==> src/hdl/cpu_mailbox_irq_status_assert.svh <==
// Assertion macros shared by the mailbox RTL.
// Included by the modules that carry concurrent checks; depends on nothing.
`ifndef CPU_MAILBOX_IRQ_STATUS_ASSERT_SVH
`define CPU_MAILBOX_IRQ_STATUS_ASSERT_SVH

// Same-cycle implication.
`define CMIS_ASSERT_NOW(label, clk, rst, ante, cons) \
   label: assert property (@(posedge clk) disable iff (rst) (ante) |-> (cons)) \
      else $error("cmis assertion failed");

// Next-cycle implication.
`define CMIS_ASSERT_NEXT(label, clk, rst, ante, cons) \
   label: assert property (@(posedge clk) disable iff (rst) (ante) |=> (cons)) \
      else $error("cmis assertion failed");

`endif

==> src/hdl/cmis_pkg.sv <==
// Package for the CPU mailbox / IRQ status block: request codes, bus map,
// buffer sizing and the reply buffer command struct. No dependencies.
`default_nettype none

package cmis_pkg;

   localparam int unsigned REPLY_DEPTH_DEF = 64;

   typedef enum logic [2:0] {
      REQ_MAIN_READ  = 3'd0,
      REQ_MAIN_WRITE = 3'd1,
      REQ_PORT_READ  = 3'd2,
      REQ_PORT_WRITE = 3'd3,
      REQ_VBLANK     = 3'd4
   } req_code_type;

   localparam logic [23:0] ADDR_STATUS_A  = 24'h300000;
   localparam logic [23:0] ADDR_STATUS_B  = 24'h300002;
   localparam logic [23:0] ADDR_ACK_VIDEO = 24'h300004;
   localparam logic [23:0] ADDR_ACK_OTHER = 24'h300006;
   localparam logic [23:0] ADDR_LATCH     = 24'h30006E;
   localparam logic [7:0]  PORT_LATCH     = 8'h30;
   localparam logic [7:0]  PORT_REPLY     = 8'h10;

   typedef struct packed {
      logic       pop;
      logic       push;
      logic [7:0] data;
   } reply_cmd_type;

endpackage

`default_nettype wire

==> src/hdl/cmis_req_if.sv <==
// Request channel interface: valid/ready plus the request payload.
// Depends on nothing.
`default_nettype none

interface cmis_req_if;
   logic        valid;
   logic        ready;
   logic [2:0]  req_type;
   logic [23:0] address;
   logic [15:0] write_data;

   modport source (output valid, output req_type, output address, output write_data,
                   input ready);
   modport sink   (input valid, input req_type, input address, input write_data,
                   output ready);
endinterface

`default_nettype wire

==> src/hdl/cmis_rsp_if.sv <==
// Response channel interface: valid/ready plus the response payload.
// Depends on nothing.
`default_nettype none

interface cmis_rsp_if;
   logic        valid;
   logic        ready;
   logic [15:0] read_data;
   logic        main_irq;
   logic        sound_nmi;

   modport source (output valid, output read_data, output main_irq, output sound_nmi,
                   input ready);
   modport sink   (input valid, input read_data, input main_irq, input sound_nmi,
                   output ready);
endinterface

`default_nettype wire

==> src/hdl/cmis_reply_buf.sv <==
// Reply byte buffer: sound CPU pushes, main CPU pops in order.
// Depends on cmis_pkg and cpu_mailbox_irq_status_assert.svh.
`default_nettype none
`include "cpu_mailbox_irq_status_assert.svh"

module cmis_reply_buf #(
   parameter int unsigned REPLY_DEPTH = cmis_pkg::REPLY_DEPTH_DEF
) (
   input  wire                     clock,
   input  wire                     reset,
   input  cmis_pkg::reply_cmd_type cmd,
   output logic [7:0]              pop_data
);

   localparam int unsigned CNT_W = $clog2(REPLY_DEPTH + 1);
   localparam int unsigned IDX_W = (REPLY_DEPTH > 1) ? $clog2(REPLY_DEPTH) : 1;

   logic [7:0]       reply_mem [REPLY_DEPTH];
   logic [CNT_W-1:0] read_pos_ff, read_pos_in;
   logic [CNT_W-1:0] count_ff, count_in;
   logic [CNT_W-1:0] count_eff;
   logic [7:0]       q_ff;
   logic             empty;
   logic             full;
   logic             do_write;

   always_comb begin
      empty     = read_pos_ff >= count_ff;
      // a push after the buffer drained restarts from entry zero
      count_eff = empty ? '0 : count_ff;
      full      = count_eff == CNT_W'(REPLY_DEPTH);
      do_write  = cmd.push && !full;
      read_pos_in = read_pos_ff;
      count_in    = count_ff;
      if (cmd.pop) begin
         if (empty) begin
            read_pos_in = '0;
            count_in    = '0;
         end else begin
            read_pos_in = read_pos_ff + CNT_W'(1);
         end
      end else if (cmd.push) begin
         if (empty) begin
            read_pos_in = '0;
         end
         count_in = full ? count_eff : count_eff + CNT_W'(1);
      end
   end

   always_ff @(posedge clock) begin
      if (reset) begin
         read_pos_ff <= '0;
         count_ff    <= '0;
      end else begin
         read_pos_ff <= read_pos_in;
         count_ff    <= count_in;
      end
   end

   always_ff @(posedge clock) begin
      if (do_write) begin
         reply_mem[count_eff[IDX_W-1:0]] <= cmd.data;
      end
   end

   always_ff @(posedge clock) begin
      if (cmd.pop) begin
         q_ff <= empty ? 8'h00 : reply_mem[read_pos_ff[IDX_W-1:0]];
      end
   end

   assign pop_data = q_ff;

   `CMIS_ASSERT_NOW(count_in_range, clock, reset, 1'b1, count_ff <= CNT_W'(REPLY_DEPTH))
   `CMIS_ASSERT_NOW(pos_le_count, clock, reset, 1'b1, read_pos_ff <= count_ff)
   `CMIS_ASSERT_NEXT(push_grows, clock, reset, cmd.push && !cmd.pop && !empty && !full,
                     count_ff == $past(count_ff) + CNT_W'(1))

endmodule

`default_nettype wire

==> src/hdl/cpu_mailbox_irq_status.sv <==
// A request transaction passes the input register, then the result register, before its
// response transaction; response valid rises when the result register loads.
// Throughput: one transaction per cycle unless the response side stalls; a pop reads the
// reply buffer at acceptance and its registered byte joins the result in the result
// register. A full response register back-pressures through the input register.
// Reset (synchronous, active high): flags not pending, latch 0, buffer empty,
// both pipeline registers empty. The reply buffer memory is not cleared.
`default_nettype none
`include "cpu_mailbox_irq_status_assert.svh"

module cpu_mailbox_irq_status #(
   parameter int unsigned REPLY_DEPTH = cmis_pkg::REPLY_DEPTH_DEF
) (
   input wire         clock,
   input wire         reset,
   cmis_req_if.sink   req_bus,
   cmis_rsp_if.source rsp_bus
);

   logic        accept;
   logic        a_move;
   logic        is_main_rd;
   logic        is_main_wr;
   logic        is_port_rd;
   logic        is_port_wr;
   logic        is_vblank;
   logic [15:0] status;
   logic [15:0] rd_in;
   logic        pop_in;
   logic        nmi_in;

   logic        video_n_ff, video_n_in;
   logic        other_n_ff, other_n_in;
   logic [15:0] latch_ff, latch_in;

   logic        a_valid_ff, a_valid_in;
   logic [15:0] a_rd_ff;
   logic        a_pop_ff;
   logic        a_irq_ff;
   logic        a_nmi_ff;

   logic        b_valid_ff, b_valid_in;
   logic [15:0] b_rd_ff;
   logic        b_irq_ff;
   logic        b_nmi_ff;

   logic [7:0]              pop_data;
   cmis_pkg::reply_cmd_type buf_cmd;

   assign a_move        = a_valid_ff && (!b_valid_ff || rsp_bus.ready);
   assign req_bus.ready = !a_valid_ff || a_move;
   assign accept        = req_bus.valid && req_bus.ready;

   always_comb begin
      is_main_rd = accept && (req_bus.req_type == cmis_pkg::REQ_MAIN_READ);
      is_main_wr = accept && (req_bus.req_type == cmis_pkg::REQ_MAIN_WRITE);
      is_port_rd = accept && (req_bus.req_type == cmis_pkg::REQ_PORT_READ);
      is_port_wr = accept && (req_bus.req_type == cmis_pkg::REQ_PORT_WRITE);
      is_vblank  = accept && (req_bus.req_type == cmis_pkg::REQ_VBLANK);
      status     = {14'd0, other_n_ff, video_n_ff};

      rd_in      = 16'd0;
      pop_in     = 1'b0;
      nmi_in     = 1'b0;
      video_n_in = video_n_ff;
      other_n_in = other_n_ff;
      latch_in   = latch_ff;

      if (is_main_rd) begin
         priority if (req_bus.address == cmis_pkg::ADDR_STATUS_A ||
                      req_bus.address == cmis_pkg::ADDR_STATUS_B) begin
            rd_in = status;
         end else if (req_bus.address == cmis_pkg::ADDR_ACK_VIDEO) begin
            rd_in      = status;
            video_n_in = 1'b1;
         end else if (req_bus.address == cmis_pkg::ADDR_ACK_OTHER) begin
            rd_in      = status;
            other_n_in = 1'b1;
         end else if (req_bus.address == cmis_pkg::ADDR_LATCH) begin
            pop_in = 1'b1;
         end else begin
            rd_in = 16'd0;
         end
      end
      if (is_main_wr && req_bus.address == cmis_pkg::ADDR_LATCH) begin
         latch_in = req_bus.write_data;
         nmi_in   = 1'b1;
      end
      if (is_port_rd && req_bus.address[7:0] == cmis_pkg::PORT_LATCH) begin
         rd_in = {8'd0, latch_ff[7:0]};
      end
      if (is_vblank) begin
         video_n_in = 1'b0;
         other_n_in = 1'b0;
      end

      buf_cmd.pop  = pop_in;
      buf_cmd.push = is_port_wr && (req_bus.address[7:0] == cmis_pkg::PORT_REPLY);
      buf_cmd.data = req_bus.write_data[7:0];

      a_valid_in = accept || (a_valid_ff && !a_move);
      b_valid_in = a_move || (b_valid_ff && !rsp_bus.ready);
   end

   cmis_reply_buf #(
      .REPLY_DEPTH(REPLY_DEPTH)
   ) u_reply_buf (
      .clock   (clock),
      .reset   (reset),
      .cmd     (buf_cmd),
      .pop_data(pop_data)
   );

   always_ff @(posedge clock) begin
      if (reset) begin
         video_n_ff <= 1'b1;
         other_n_ff <= 1'b1;
         latch_ff   <= 16'd0;
         a_valid_ff <= 1'b0;
         b_valid_ff <= 1'b0;
      end else begin
         video_n_ff <= video_n_in;
         other_n_ff <= other_n_in;
         latch_ff   <= latch_in;
         a_valid_ff <= a_valid_in;
         b_valid_ff <= b_valid_in;
      end
   end

   // input-side result register, pop byte arrives from the buffer's read register
   always_ff @(posedge clock) begin
      if (accept) begin
         a_rd_ff  <= rd_in;
         a_pop_ff <= pop_in;
         a_irq_ff <= !(video_n_in && other_n_in);
         a_nmi_ff <= nmi_in;
      end
   end

   always_ff @(posedge clock) begin
      if (a_move) begin
         b_rd_ff  <= a_pop_ff ? {8'd0, pop_data} : a_rd_ff;
         b_irq_ff <= a_irq_ff;
         b_nmi_ff <= a_nmi_ff;
      end
   end

   assign rsp_bus.valid     = b_valid_ff;
   assign rsp_bus.read_data = b_rd_ff;
   assign rsp_bus.main_irq  = b_irq_ff;
   assign rsp_bus.sound_nmi = b_nmi_ff;

   `CMIS_ASSERT_NEXT(vblank_raises, clock, reset, is_vblank, !video_n_ff && !other_n_ff)
   `CMIS_ASSERT_NOW(nmi_no_data, clock, reset, rsp_bus.valid && rsp_bus.sound_nmi,
                    rsp_bus.read_data == 16'd0)
   `CMIS_ASSERT_NOW(stall_only_full, clock, reset, !req_bus.ready,
                    a_valid_ff && b_valid_ff)
   `CMIS_ASSERT_NOW(nmi_irq_consistent, clock, reset, a_valid_ff && a_nmi_ff,
                    !a_pop_ff && a_rd_ff == 16'd0)

endmodule

`default_nettype wire
==> src/flat_wrapper.sv <==
// flat-port wrapper written by rule: the top's interface ports become plain ports
module cpu_mailbox_irq_status_flat 
#(
   parameter int unsigned REPLY_DEPTH = cmis_pkg::REPLY_DEPTH_DEF
)
  (clock, reset, req_bus_valid, req_bus_req_type, req_bus_address, req_bus_write_data, req_bus_ready, rsp_bus_valid, rsp_bus_read_data, rsp_bus_main_irq, rsp_bus_sound_nmi, rsp_bus_ready);
  cmis_req_if req_bus_i ();
  cmis_rsp_if rsp_bus_i ();
  input wire clock;
  input wire reset;
  input wire logic [$bits(req_bus_i.valid)-1:0] req_bus_valid;
  input wire logic [$bits(req_bus_i.req_type)-1:0] req_bus_req_type;
  input wire logic [$bits(req_bus_i.address)-1:0] req_bus_address;
  input wire logic [$bits(req_bus_i.write_data)-1:0] req_bus_write_data;
  output wire logic [$bits(req_bus_i.ready)-1:0] req_bus_ready;
  output wire logic [$bits(rsp_bus_i.valid)-1:0] rsp_bus_valid;
  output wire logic [$bits(rsp_bus_i.read_data)-1:0] rsp_bus_read_data;
  output wire logic [$bits(rsp_bus_i.main_irq)-1:0] rsp_bus_main_irq;
  output wire logic [$bits(rsp_bus_i.sound_nmi)-1:0] rsp_bus_sound_nmi;
  input wire logic [$bits(rsp_bus_i.ready)-1:0] rsp_bus_ready;
  assign req_bus_i.valid = req_bus_valid;
  assign req_bus_i.req_type = req_bus_req_type;
  assign req_bus_i.address = req_bus_address;
  assign req_bus_i.write_data = req_bus_write_data;
  assign req_bus_ready = req_bus_i.ready;
  assign rsp_bus_valid = rsp_bus_i.valid;
  assign rsp_bus_read_data = rsp_bus_i.read_data;
  assign rsp_bus_main_irq = rsp_bus_i.main_irq;
  assign rsp_bus_sound_nmi = rsp_bus_i.sound_nmi;
  assign rsp_bus_i.ready = rsp_bus_ready;
  cpu_mailbox_irq_status #(.REPLY_DEPTH(REPLY_DEPTH)) u_core (.clock(clock), .reset(reset), .req_bus(req_bus_i), .rsp_bus(rsp_bus_i));
endmodule
==> config.mk <==
export PLATFORM = sky130hd
export DESIGN_NAME = cpu_mailbox_irq_status_flat
export DESIGN_NICKNAME = d
export VERILOG_FILES = /design/src/hdl/cmis_pkg.sv /design/src/hdl/cmis_req_if.sv /design/src/hdl/cmis_rsp_if.sv /design/src/hdl/cmis_reply_buf.sv /design/src/hdl/cpu_mailbox_irq_status.sv /design/src/flat_wrapper.sv
export VERILOG_INCLUDE_DIRS = /design/src /design/src/hdl
export SDC_FILE = /design/constraint.sdc
export NUM_CORES = 1
export LEC_CHECK = 0
export BUFFER_PORTS_ARGS = -buffer_cell sky130_fd_sc_hd__buf_4
export CAP_MARGIN = 5
export CORE_ASPECT_RATIO = 0.7
export CORE_UTILIZATION = 45
export DETAILED_ROUTE_END_ITERATION = 8
export HOLD_SLACK_MARGIN = 0.06
export MAX_ROUTING_LAYER = met4
export SKIP_LAST_GASP = 1
export SLEW_MARGIN = 20
export SYNTH_ARGS = -nofsm -noshare
export SYNTH_HDL_FRONTEND = slang
export SYNTH_HIERARCHICAL = 1
export SYNTH_SLANG_ARGS = --single-unit
==> constraint.sdc <==
create_clock -name clock -period 5.6 [get_ports clock]
set_clock_uncertainty 0.1 [all_clocks]
set_input_delay 0.84 -clock clock [delete_from_list [all_inputs] [get_ports clock]]
set_output_delay 0.84 -clock clock [all_outputs]
set_load 0.005 [all_outputs]
==> results of run 1 <==
synthesized netlist by cell type, types with 5 or more instances:
library cell	n
edfxtp_1	541
mux4_2	121
nor2_1	82
mux2i_1	35
clkbuf_1	31
nand2_1	27
dfxtp_1	26
a21oi_1	24
nand4_1	24
nor2b_1	23
buf_2	21
nand3_1	21
nor3_1	18
a211oi_1	17
buf_4	16
nor4_1	15
o22ai_1	15
inv_1	14
mux2_2	13
a22o_1	12
o211ai_1	12
o31ai_1	11
o21ai_0	10
a31oi_1	8
and2_1	8
ha_1	8
a2111oi_0	5
o41ai_1	5
or3_1	5
cell families (layout without fill, tap and decap cells):
family                     after synthesis  count (layout)  synth area share (%)
DFF                                    567             567                  73.5
other                                    1               8                0.0164
adders and majority gates                8               8                 0.439
and+or+nand+nor                        247             247                  5.61
AOI/OAI and AO/OA                      136             136                  4.19
buffers and inverters                   93             207                  2.07
muxes                                  169             169                  14.1
worst paths after layout:
check / cells after the start / slack, ps / startpoint / end
worst min register to register: 0 / 320 / u_core/a_nmi_ff$_DFFE_PP_ / u_core/rsp_bus.sound_nmi$_DFFE_PP_
worst max register to register: 8 / 1320 / u_core/u_reply_buf/count_ff[4]$_SDFFE_PP0P_ / u_core/u_reply_buf/reply_mem[38][2]$_DFFE_PP_
worst min-delay path: 0 / 320 / u_core/a_nmi_ff$_DFFE_PP_ / u_core/rsp_bus.sound_nmi$_DFFE_PP_
worst max-delay path: 8 / 1320 / u_core/u_reply_buf/count_ff[4]$_SDFFE_PP0P_ / u_core/u_reply_buf/reply_mem[38][2]$_DFFE_PP_
sequential cells by signal, summed over array words and instances, names as in the netlist, 7 cells and up:
signal	cells
u_core/u_reply_buf/reply_mem	512
u_core/a_rd_ff	8
u_core/u_reply_buf/count_ff	7
u_core/rsp_bus.read_data	8
u_core/latch_ff	8
u_core/u_reply_buf/read_pos_ff	7
u_core/u_reply_buf/pop_data	8
layer usage:
metal,routed length [um],share of wire [%]
met2,22500,43
met5,0,0
met1,24200,47
met4,762,1.5
met3,4530,8.7
stage by stage:
stage,hold slack [ps],setup slack [ps]
3_3_place_gp,302,1040
4_1_cts,326,1420
3_5_place_dp,312,952
5_1_grt,334,1150
2_1_floorplan,300,1400
6_report,323,1320
power breakdown:
part	switching [uW]	total (uW)	internal, uW
combinational	86.5	116	29.4
clock	1500	3280	1780
sequential	3.62	4650	4640
total	1590	8040	6450
worst register-to-register path, delay by kind of cell, from the launching register on:
kind	cells	cell delay, ps
adders and majority gates	1	370
DFF	1	750
buffers and inverters	2	590
and+or+nand+nor	2	1540
AOI/OAI and AO/OA	3	560
cells in the final DEF (no fill, tap or decap), types with 12 or more instances in the layout:
cell type | Yosys | layout
nand2_1 | 27 | 27
clkinv_2 | 0 | 16
a21oi_1 | 24 | 23
a22o_1 | 12 | 12
inv_1 | 14 | 14
o22ai_1 | 15 | 15
nor2b_1 | 23 | 23
o211ai_1 | 12 | 12
dfxtp_1 | 26 | 23
nor2_1 | 82 | 82
mux4_2 | 121 | 121
mux2i_1 | 35 | 35
nor3_1 | 18 | 17
edfxtp_1 | 541 | 541
a211oi_1 | 17 | 17
clkbuf_16 | 0 | 53
mux2_2 | 13 | 13
nand3_1 | 21 | 21
buf_4 | 16 | 98
nand4_1 | 24 | 24
final cells by class:
cell class,count,share of cell area (%)
clock buffer,63,5.33
clock inverter,30,0.680
inverter,16,0.235
multi-input combinational,568,22.0
sequential,567,65.6
tap,665,3.25
timing repair buffer,98,2.88
==> flow_metrics.env, run 1 <==
export IMPL_die_width_um=271
export IMPL_num_antenna_cells=0
export IMPL_syn_avg_cell_area_um2=18.7
export IMPL_fin_tns_setup_ps=0
export IMPL_worst_pin_slew_ps=968
export IMPL_ys_seq_area_share_pct=73.5
export IMPL_fin_nets=1358
export IMPL_first_pass_iters=5
export IMPL_overflow=0
export IMPL_track_usage_pct=20.9
export IMPL_power_uw=8040
export IMPL_clock_sinks=567
export IMPL_numCtsBuffers=52
export IMPL_cp_arrival_ps=4370
export IMPL_cp_max_fo=31
export IMPL_p_leak_uw=0.00774
export IMPL_maxCapViolCount=0
export IMPL_fin_crit_sh_pct=76.4
export IMPL_synth_area_leader_cell="edfxtp_1"
export IMPL_drv_slew=0
export IMPL_syn_cell_area_um2=22800
export IMPL_cts_root_buf="clkbuf_16"
export IMPL_async_flop_share_pct=0
export IMPL_die_area_um2=51600
export IMPL_num_vias=11890
export IMPL_path_class="reg -> reg"
export IMPL_rows=68
export IMPL_dp_cells=1914
export IMPL_slew_limit_headroom_pct=35.5
export IMPL_ctsHtreeMaxLevel=2
export IMPL_route_detailed_drc=0
export IMPL_path_buf_inv=2
export IMPL_synth_edff_count=541
export IMPL_fin_cells=2007
export IMPL_fill_cells=3990
export IMPL_status="completed"
export IMPL_grt_pass1_wl_um=76000
export IMPL_required_ps=5700
export IMPL_ys_seq_elements=567
export IMPL_postCtsHoldBufs=0
export IMPL_syn_to_final_growth_pct=12.1
export IMPL_setup_viol=0
export IMPL_grt_max_degree=66
export IMPL_cts_max_path_buffers=3
export IMPL_fin_util_pct=51.5
export IMPL_wl_per_cell_um=25.9
export IMPL_grt_busiest_layer="met1"
export IMPL_clk_pin_slew_worst_paths_ps=60
export IMPL_post_cts_buffers=0
export IMPL_cts_tree="built"
export IMPL_seq_area_um2=16800
export IMPL_dp_hpwl_um=31900
export IMPL_rsz0062_at_grt="false"
export IMPL_end_kind="flop"
export IMPL_yosys_warnings=6
export IMPL_io_pins=67
export IMPL_hold_violations=0
export IMPL_met2_usage_pct=28.8
export IMPL_antenna_found_initial=0
export IMPL_crit_chain="inv_1, ha_1, a21oi_1, o21ai_0, a21oi_2, buf_4, nand4_1, nor2_1"
export IMPL_clock_fmax_mhz=234
export IMPL_ant_nets=0
export IMPL_hold_class="reg -> reg"
export IMPL_drt_wl_total_um=52000
export IMPL_dpl_cell_area_um2=24000
export IMPL_drt_iter0_drc=1257
export IMPL_final_area_um2=25600
export IMPL_die_y_um=190
export IMPL_grt_pass1_vias=11303
export IMPL_core_area_um2=49700
export IMPL_powerDensity_nw_per_um2=314
export IMPL_synth_top_cells_by_area="edfxtp_1 (71%), mux4_2 (12%), dfxtp_1 (2.3%)"
export IMPL_insertion_delay_ps=590
export IMPL_io_buffer_count=50
export IMPL_synth_cells=1221
export IMPL_drive_gt1_share_pct=24.1
export IMPL_start_kind="flop"
export IMPL_grtUsageMet3_pct=4.80
export IMPL_multi_input_area_um2=5620
export IMPL_start_util_pct=45.9
export IMPL_peakVddDrop_mv=0.262
export IMPL_place_congestion=0.845
export IMPL_synth_ff_type="edfxtp_1"
export IMPL_synth_top_area_share_pct=71.3
export IMPL_viasPerCell=5.92
export IMPL_cts_resized=0
export IMPL_met1_usage_pct=31.8
export IMPL_period_needed_ps=4280
export IMPL_ys_types=62
export IMPL_cpPeakStageDelay_ps=900
export IMPL_crit_family="simple AND/OR/NAND/NOR gates"
export IMPL_crit_slowest_cell="nor2_1"
Power figures use the tool's default switching activity.
==> run 2, diff against run 1 <==
Clock period 5.6 ns to 4 ns, I/O delays scaled along.
==> run 2 against run 1 <==
Final area rose by 1.4%. Setup slack got worse by 720 ps. Non-clock buffer count grew 46. Critical path depth increased by 1. Core utilization up 0.73 points. Largest power group unchanged.
==> flow_metrics.env, run 2 (synthesized netlist as in run 1, its figures left out) <==
export IMPL_start_util_pct=45.9
export IMPL_fin_crit_sh_pct=84.9
export IMPL_fin_tns_setup_ps=0
export IMPL_path_buf_inv=2
export IMPL_syn_to_final_growth_pct=13.7
export IMPL_viasPerCell=5.89
export IMPL_internal_power_uw=9110
export IMPL_powerDensity_nw_per_um2=436
export IMPL_grt_max_degree=137
export IMPL_peakVddDrop_mv=0.312
export IMPL_crit_family="simple AND/OR/NAND/NOR gates"
export IMPL_period_needed_ps=3400
export IMPL_fin_util_pct=52.2
export IMPL_num_vias=12112
export IMPL_rsz0062_at_grt="false"
export IMPL_largest_register_ffs=512
export IMPL_cp_max_fo=10
export IMPL_hold_class="in -> reg"
export IMPL_rows=68
export IMPL_hold_violations=0
export IMPL_final_cell_mix="edfxtp_1 (541), buf_4 (143), mux4_2 (121), nor2_1 (82), clkbuf_16 (53)"
export IMPL_status="completed"
export IMPL_drv_slew=0
export IMPL_wl_per_cell_um=25.6
export IMPL_track_usage_pct=21.1
export IMPL_cts_resized=0
export IMPL_fin_nets=1404
export IMPL_pwr_share_clk_pct=41.0
export IMPL_clk_pin_slew_worst_paths_ps=60
export IMPL_setup_viol=0
export IMPL_drt_iter0_drc=1462
export IMPL_combPwrFrac_pct=1.4
export IMPL_crit_slowest_cell="nor2_1"
export IMPL_slew_limit_headroom_pct=37.1
export IMPL_grt_pass1_vias=11579
export IMPL_die_y_um=190
export IMPL_power_switching_uw=2180
export IMPL_numCtsBuffers=52
export IMPL_cts_root_buf="clkbuf_16"
export IMPL_cts_max_path_buffers=3
export IMPL_ant_nets=0
export IMPL_cpPeakStageDelay_ps=530
export IMPL_start_kind="flop"
export IMPL_maxCapViolCount=0
export IMPL_io_buffer_count=50
export IMPL_r2r_slack_ps=600
export IMPL_p_seq_share_pct=57.6
export IMPL_crit_chain="inv_1, ha_1, nand2b_1, a21o_1, a21o_1, a21oi_2, nand4_1, nor2_1, buf_4"
export IMPL_post_cts_buffers=0
export IMPL_path_class="reg -> reg"
export IMPL_clock_sinks=567
export IMPL_cts_tree="built"
export IMPL_first_pass_iters=5
export IMPL_insertion_delay_ps=570
export IMPL_antenna_found_initial=1
export IMPL_ctsHtreeMaxLevel=2
export IMPL_place_congestion=0.931
export IMPL_die_area_um2=51600
export IMPL_overflow=0
export IMPL_power_uw=11300
export IMPL_end_kind="flop"
export IMPL_io_pins=67
export IMPL_clock_fmax_mhz=295
export IMPL_die_width_um=271
export IMPL_swShare_pct=19.3
export IMPL_drt_wl_total_um=52700
export IMPL_dp_hpwl_um=32700
export IMPL_grt_pass1_wl_um=77700
export IMPL_required_ps=4180
export IMPL_route_detailed_drc=0
export IMPL_cp_arrival_ps=3570
export IMPL_postCtsHoldBufs=0
export IMPL_path_common_cell="a21o_1"
export IMPL_drive_gt1_share_pct=25.8
export IMPL_whs_ps=212
export IMPL_core_area_um2=49700
export IMPL_p_leak_uw=0.00797
export IMPL_worst_pin_slew_ps=931
export IMPL_layout_commonest_cell="edfxtp_1"
## run 2: cell count changes in the layout (fill, tap and decap cells not counted), sizes merged
| cell | before | now |
|---|---|---|
| clkbuf | 63 | 69 |
| buf | 98 | 144 |
| clkinvlp | 0 | 1 |
| bufinv | 1 | 2 |
| clkinv | 28 | 23 |
| inv | 17 | 15 |
| diode | 0 | 1 |
## run 2: area by class of cell
cell class / instances / area [um2]
Antenna cell: 1 / 2.50
Clock buffer: 69 / 1400
Clock inverter: 25 / 160
Fill cell: 4009 / 23800
Inverter: 16 / 60.1
Multi-Input combinational cell: 568 / 5610
Sequential cell: 567 / 16800
Tap cell: 665 / 832
Timing Repair Buffer: 144 / 1090
## run 2: final timing paths
kind                                                                startpoint                                       endpoint  cells past startpoint
worst max-delay path            u_core/u_reply_buf/read_pos_ff[0]$_SDFFE_PP0P_  u_core/u_reply_buf/reply_mem[21][2]$_DFFE_PP_                      9
worst min-delay path                                             req_bus_valid                   u_core/a_valid_ff$_SDFF_PP0_                      3
worst max register to register  u_core/u_reply_buf/read_pos_ff[0]$_SDFFE_PP0P_  u_core/u_reply_buf/reply_mem[21][2]$_DFFE_PP_                      9
worst min register to register                       u_core/a_nmi_ff$_DFFE_PP_             u_core/rsp_bus.sound_nmi$_DFFE_PP_                      0
## run 2: power groups by stage
stage / Sequential (uW) / Clock, uW / Combinational, uW
2_1_floorplan: 6640 / 0 / 32.1
3_3_place_gp: 6630 / 0 / 160
3_5_place_dp: 6640 / 0 / 167
4_1_cts: 6510 / 4730 / 166
5_1_grt: 6500 / 4950 / 176
6_report: 6510 / 4620 / 161
## run 2: per-stage QoR
step,cell area (um2),worst slack (ps),cells
3_5_place_dp,24400,240,1960
4_1_cts,25900,647,2054
5_1_grt,25900,406,2055
6_report,25900,605,2055
3_3_place_gp,24400,273,1960
2_1_floorplan,22800,-93.7,1228
## run 2: worst min-delay path, cell delays in order
cell and delay [ps]:
buf_4 120, inv_1 50, a21oi_1 50
## run 2: per-layer routing
metal	global-route usage, %	vias to the layer above	wire (um)
met5	-	-	0
met3	3.55	63	3770
li1	-	5264	-
met2	29.2	446	22800
met1	32.9	6339	25300
met4	4.04	0	776
==> run 3, diff against run 2 <==
Clock period 4 ns to 2.9 ns, I/O delays scaled along.
==> run 3 against run 2 <==
Register-to-register slack got worse by 550 ps. Total power grew 41%. Critical path depth shrank 2. Global-route usage grew 1.1 points. First-iteration DRC count fell by 9.2%. Fmax increased by 19%. Routed wire length rose by 3.2%. Setup slack got worse by 550 ps. Cell count increased by 3.0%. Critical path type unchanged.
==> flow_metrics.env, run 3 (synthesized netlist as in run 1, its figures left out) <==
export IMPL_status="completed"
export IMPL_grt_pass1_vias=12046
export IMPL_cp_max_fo=14
export IMPL_internal_power_uw=12800
export IMPL_num_vias=12360
export IMPL_overflow=0
export IMPL_hold_class="in -> reg"
export IMPL_first_pass_iters=6
export IMPL_cts_max_path_buffers=3
export IMPL_final_cell_mix="edfxtp_1 (541), buf_4 (155), mux4_2 (121), clkbuf_16 (53), buf_12 (43)"
export IMPL_largest_register_ffs=512
export IMPL_insertion_delay_ps=590
export IMPL_rsz0062_at_grt="false"
export IMPL_layout_commonest_cell="edfxtp_1"
export IMPL_route_detailed_drc=0
export IMPL_hold_violations=0
export IMPL_clk_pin_slew_worst_paths_ps=70
export IMPL_power_switching_uw=3140
export IMPL_setup_slack_ps=56.6
export IMPL_ctsHtreeMaxLevel=2
export IMPL_core_area_um2=49700
export IMPL_powerDensity_nw_per_um2=580
export IMPL_die_y_um=190
export IMPL_clock_sinks=567
export IMPL_period_needed_ps=2840
export IMPL_start_util_pct=45.9
export IMPL_grt_max_degree=66
export IMPL_end_kind="flop"
export IMPL_io_pins=67
export IMPL_antenna_found_initial=0
export IMPL_grt_pass1_wl_um=80900
export IMPL_cts_root_buf="clkbuf_16"
export IMPL_die_area_um2=51600
export IMPL_die_width_um=271
export IMPL_syn_to_final_growth_pct=20.3
export IMPL_cp_arrival_ps=3080
export IMPL_drt_iter0_drc=1328
export IMPL_path_class="reg -> reg"
export IMPL_maxCapViolCount=0
export IMPL_swShare_pct=19.7
export IMPL_numCtsBuffers=52
export IMPL_io_buffer_count=50
export IMPL_setup_viol=0
export IMPL_fin_nets=1463
export IMPL_combPwrFrac_pct=1.4
export IMPL_wl_per_cell_um=25.7
export IMPL_peakVddDrop_mv=0.422
export IMPL_fin_crit_sh_pct=98.0
export IMPL_drt_wl_total_um=54400
export IMPL_cts_tree="built"
export IMPL_r2r_slack_ps=60
export IMPL_dp_slack_ps=-256
export IMPL_dp_hpwl_um=34900
export IMPL_required_ps=3130
export IMPL_whs_ps=124
export IMPL_clock_fmax_mhz=352
export IMPL_worst_pin_slew_ps=790
export IMPL_start_kind="flop"
export IMPL_slew_limit_headroom_pct=47.3
export IMPL_num_antenna_cells=0
export IMPL_track_usage_pct=22.2
export IMPL_rows=68
export IMPL_viasPerCell=5.84
export IMPL_place_congestion=0.902
export IMPL_pwr_share_clk_pct=42.1
export IMPL_p_seq_share_pct=56.4
export IMPL_drive_gt1_share_pct=33.3
export IMPL_p_leak_uw=0.00846
export IMPL_drv_slew=0
export IMPL_ant_nets=0
run 3: layer usage:
metal	track usage [%]	wire, um	share of wire (%)	vias to the layer above
met5	-	0	0	-
met4	4.37	898	1.7	0
met3	4.10	4020	7.4	79
met2	31.0	23900	44	424
met1	34.1	25600	47	6446
li1	-	-	-	5411
run 3: worst max-delay path, cell delays in order, from the launching register on:
cell	delay, ps
dfxtp_4	410
buf_12	170
buf_12	180
mux4_2	550
mux4_2	510
o22ai_1	370
nor3_1	90
buf_4	170
run 3: final cells by class:
class / instances / area [um2]
clock buffers: 63 / 1370
clock inverters: 34 / 278
fillers: 3826 / 22300
inverters: 16 / 67.6
multi-input cells: 568 / 6030
flip-flops and latches: 567 / 16800
well taps: 665 / 832
repair buffers: 203 / 2070
run 3: path summary, 6_finish.rpt:
kind	end	from	depth (start not counted)
hold / removal	u_core/rsp_bus.valid$_SDFF_PP0_	reset	2
hold reg to reg	u_core/rsp_bus.main_irq$_DFFE_PP_	u_core/a_irq_ff$_DFFE_PP_	0
setup / recovery	u_core/u_reply_buf/pop_data[5]$_SDFFCE_PP0P_	u_core/u_reply_buf/read_pos_ff[0]$_SDFFE_PP0P_	7
setup reg to reg	u_core/u_reply_buf/pop_data[5]$_SDFFCE_PP0P_	u_core/u_reply_buf/read_pos_ff[0]$_SDFFE_PP0P_	7
run 3: power by group through the flow:
stage / Clock [uW] / Sequential (uW) / Combinational [uW]
2_1_floorplan: 0 / 9150 / 45.3
3_3_place_gp: 0 / 9150 / 225
3_5_place_dp: 0 / 9150 / 234
4_1_cts: 6860 / 8970 / 238
5_1_grt: 7180 / 8970 / 255
6_report: 6700 / 8980 / 229
run 3: per-stage QoR:
stage	utilization, %	setup TNS (ps)	cell area, um2	instances	total power, uW
after floorplan	-	-125650	23300	1228	9200
final	55.2	0	27400	2116	15900
after global routing	55.2	0	27400	2116	16400
after CTS	55.1	0	27400	2114	16100
after detailed placement	51.7	-44050	25700	2012	9390
after global placement	51.7	-39260	25700	2012	9380
run 3: what timing repair did:
item                                   in CTS  in global routing
resized for setup                           0                  4
hold buffers                                5                  0
endpoints found under the hold margin       4                  0
setup endpoints to repair                   0                152
setup buffers                               0                  2
